<file path="src/rtl/core/ffha_ram.sv">
// Generic single write port, single read port RAM with registered read.
// Depends on nothing.
`default_nettype none
module ffha_ram #(
	parameter int WIDTH = 50,
	parameter int DEPTH = 64
) (
	input  wire logic                     clk,
	input  wire logic                     we,
	input  wire logic [$clog2(DEPTH)-1:0] waddr,
	input  wire logic [WIDTH-1:0]         wdata,
	input  wire logic [$clog2(DEPTH)-1:0] raddr,
	output logic      [WIDTH-1:0]         rdata
);
	logic [WIDTH-1:0] mem [DEPTH];

	always_ff @(posedge clk) begin
		if (we) begin
			mem[waddr] <= wdata;
		end
		rdata <= mem[raddr];
	end
endmodule
`default_nettype wire

</file>
<file path="config.mk">
export PLATFORM = sky130hd
export DESIGN_NAME = ffha_ram
export DESIGN_NICKNAME = d
export VERILOG_FILES = /design/src/rtl/core/ffha_ram.sv
export SDC_FILE = /design/constraint.sdc
export NUM_CORES = 2
export LEC_CHECK = 0
export BUFFER_PORTS_ARGS = -buffer_cell sky130_fd_sc_hd__buf_4
export CAP_MARGIN = 20
export CELL_PAD_IN_SITES_DETAIL_PLACEMENT = 0
export CELL_PAD_IN_SITES_GLOBAL_PLACEMENT = 2
export CORE_ASPECT_RATIO = 0.75
export CORE_MARGIN = 1
export CORE_UTILIZATION = 30
export DETAILED_ROUTE_END_ITERATION = 10
export HOLD_SLACK_MARGIN = 0.08
export PLACE_DENSITY_LB_ADDON = 0.25
export REMOVE_ABC_BUFFERS = 1
export SYNTH_ARGS = -nofsm -noshare
export SYNTH_HDL_FRONTEND = slang
export SYNTH_SLANG_ARGS = --single-unit
</file>
<file path="constraint.sdc">
create_clock -name clk -period 4.8 [get_ports clk]
set_input_delay 0.48 -clock clk [delete_from_list [all_inputs] [get_ports clk]]
set_output_delay 0.48 -clock clk [all_outputs]
set_load 0.005 [all_outputs]
</file>
# == Word-level counts from Yosys, hierarchy flattened ==
# Memory sizes are Yosys's and may differ from the RTL's. A register that Yosys moved wholly into a read port is not among the register bits.
# Index checks and enable logic that the tools add are counted.
# totals
out_inout_bits,50
ff_bits,0
mem_bits_rw,3200
memories,1
elab_cells,3
inputBits,64
# memory_table
memory,depth,word_bits,rd,rd_ports_with_merged_regs,write_ports,line,source
mem,64,50,1,1,1,15,logic [WIDTH-1:0] mem [DEPTH];
# op_classes
mux,2
# ops
op,n
$mux 1,2

# == Logic depth before layout (Yosys ltp) ==
# depth
word_depth,2
depth_mapped,10
mapped_depth_nobuf,5

# == Worst setup path after synthesis ==
# Ideal clock, no wire load.
# synth_timing
path_type,in2reg
from,in waddr[3]
to,"mem mem[48][0], enable pin"
required_ps,4281
arrival_ps,4386
path_stages,4
path_buffers,1
setup_time_ps,519
slack_ps,-105
path_cell_list,clkbuf_1 nor2b_1 nand4b_1 nor3_1
# synth_rtl
element,line,source
from (decl),10,"input wire logic [$clog2(DEPTH)-1:0] waddr,"
to (decl),15,
# Straight into the memory's write port.

==> run metrics <==
crit path time final=2.53 ns; total CTS buffers=326; r2r worst-path depth=5; Pins Over Slew Limit=0; total area of sequential cells=0.0971 sq mm; simple-gate share of the synthesized area=0.0174; Total Routing Usage GR=0.187; Reg-to-Reg Start=mem[19][45]$_DFFE_PP_; post-synthesis adder-cell area fraction=0; drt first-iter violations=7872; Num Clock Sinks=3250; Synth Flop Type=edfxtp_1; Tcrit/Tclk final=0.526; # Max-Cap Violations=0; peak supply drop=0.000298 V; Final setup viols=0; Final Skew=0.0472 ns; DR vias/cell=5.29; Pleak=44.0 nW; root cell of the clock tree=clkbuf_16; post-synthesis async set-or-reset flop share=0; number of I/O pins=114; area occupied by multi-input gates=0.0248 sq mm; Syn Inst Count=5457; Critical Path RT=5.60 ns; maximum clock path buffer count=4; PwrDens=418 mW/mm^2; vias in the first global route=61243; P&R area growth vs syn=16.1%; layout cells sized above 1=0.273; Fin. Hold Viols=0; max incr delay on CP=0.70 ns; Slew HR=0.206; dominant cells by area after synthesis=edfxtp_1, mux4_2, mux2i_1; largest net degree at the start of global routing=84; Crit Path Class=input pin to flip-flop; fill cell count=37794; Slew @ Worst Pin=1.19 ns; mapped cell area=0.123 sq mm; wire length per cell=33.9 um; Synth warnings=0; vias=61086; crit path cell chain=buf_8 > buf_12 > nand2b_2 > o22a_1 > a311o_1 > a21oi_1; Yosys top cell area share=0.782; DP HPWL=219000 um; Crit path arrival time=3.33 ns; largest fanout on the critical path=62; initial antenna violation count=44; nets=5925; Avg Inst Size Synth=22.5 sq um; hold path depth=1; Slowest-stage cell, CP=nand2b_2; fmax=396 MHz; CP bufs+invs=2; total power draw=59.8 mW; drt pass-1 iters=5; count leader, synth=edfxtp_1; Final ANT Viol Nets=0; FF-to-FF setup slack=2.73 ns; area fraction in compound gates after synthesis=0.0267; start point of the worst hold path=wdata[33]; CP top delay family=compound AO/OA/AOI/OAI gates; critical register-to-register path endpoint=rdata[45]$_DFF_P_; top cells by count, synth=edfxtp_1, mux4_2, mux2i_1, clkbuf_1, o22ai_1; Setup TNS=0 ns; latest clock arrival within the worst-skew pair=0.90 ns; first-pass GRT wire length=530000 um; #FFs+latches synth=3250; CP startpoint kind=input pin; number of flops mapped to enable cells by yosys=3200; hold endpoint=mem[40][33]$_DFFE_PP_; post-synthesis mux area share=0.153; clock-pin slew on the worst setup and hold paths=0.06 ns; die area=0.412 sq mm; H-tree levels=5; RSZ-0062 raised after global routing=false; Post-route DRC=0; die height=556 um; Initial Utilization=0.301; Setup crit end kind=flip-flop; Die X=741 um; GPL Wtd Cong=0.750; Routed WL=392000 um; post-CTS setup buffers=0; Post-Synth XOR/XNOR Area=0; worst hold path class=input pin to flip-flop; Seq/Total Area, Yosys=0.790; CTS tree=built; grt ovf=0; largest family of logic cells by synthesized area=multiplexers; status=finished, final reports clean; Port-buffer cells=113; row count=203; CORE AREA=0.408 sq mm; post-synth cell types=45; Critical Path Start=raddr[1]; Synth area leader=edfxtp_1
[worst max path at each step]
stage | to | slack [ns] | depth (start not counted)
global route | rdata[21]$_DFF_P_ | 2.17 | 7
floorplan | mem[48][0]$_DFFE_PP_ | 0.05 | 3
global placement | rdata[21]$_DFF_P_ | 1.32 | 7
detailed placement | rdata[21]$_DFF_P_ | 1.33 | 7
CTS | rdata[21]$_DFF_P_ | 2.30 | 7
finish | rdata[36]$_DFF_P_ | 2.27 | 6
[sequential cells by signal, indices dropped and copies added (netlist names)]
register / count
rdata: 50
mem: 3200
[kinds of logic (layout without fill, tap and decap cells)]
group,Yosys count,after routing
buf+inv,319,976
flops,3250,3250
other cells,0,7
compound gates,439,439
mux,1003,1003
simple gates,446,446
[where the power goes]
part / leakage (nW) / switching [mW] / internal, mW
clock: 5.02 / 10.9 / 14.3
combinational: 9.79 / 1.88 / 1.08
sequential: 29.2 / 0.156 / 31.4
[final cells by class]
| cell class | count | area share |
|---|---|---|
| clock inverter | 161 | 0.0101 |
| clock buffer | 420 | 0.0617 |
| multi-input combinational | 1888 | 0.174 |
| inverter | 1 | 0.0000263 |
| timing repair buffer | 394 | 0.0269 |
| antenna | 7 | 0.000123 |
| tap | 5432 | 0.0476 |
| sequential | 3250 | 0.680 |
[cell usage in the layout (no fill, tap or decap), types with 36 or more instances in the layout]
cell,n
mux2_2,68
nand4_1,65
nand2_1,106
mux4_2,690
clkinv_2,55
nand3_1,98
clkbuf_1,74
mux2i_1,229
buf_4,308
o221ai_1,55
a221o_1,36
o22ai_1,126
a22oi_1,80
edfxtp_1,3200
clkbuf_16,335
dfxtp_1,50
nor2_4,65
clkinv_1,60
buf_12,62
[worst reg2reg max path, delay by kind of cell (launching register included)]
family / cells / cell delay [ns]
flip-flops: 1 / 0.35
AND/OR/NAND/NOR: 1 / 0.38
multiplexers: 1 / 0.48
AO/OA/AOI/OAI: 3 / 0.72
[layer usage]
| layer | up-vias | share of wire | wire length, um | global-route usage |
|---|---|---|---|---|
| met3 | 455 | 0.074 | 29200 | 0.0341 |
| met4 | 4 | 0.019 | 7450 | 0.0356 |
| met5 | - | 0.000087 | 34 | 0 |
| met2 | 2462 | 0.45 | 176000 | 0.285 |
| met1 | 34009 | 0.46 | 179000 | 0.280 |
| li1 | 24156 | - | - | - |
[what timing repair did]
action / in CTS / in global routing
setup endpoints to repair: 0 / 0
hold buffers: 19 / 0
resized for setup: 0 / 0
endpoints found under the hold margin: 751 / 0
[through the flow]
step	hold WS [ns]	cells	area, sq um	worst slack, ns	utilization
final	0.129	11553	143000	2.27	0.350
after global routing	0.119	11547	143000	2.17	0.350
after CTS	0.0801	11546	143000	2.30	0.350
after detailed placement	0.815	10946	132000	1.33	0.324
after global placement	0.803	10944	132000	1.32	0.324
after floorplan	0.579	5139	121000	0.0464	-
No activity file was read; power rests on OpenSTA's default activity.
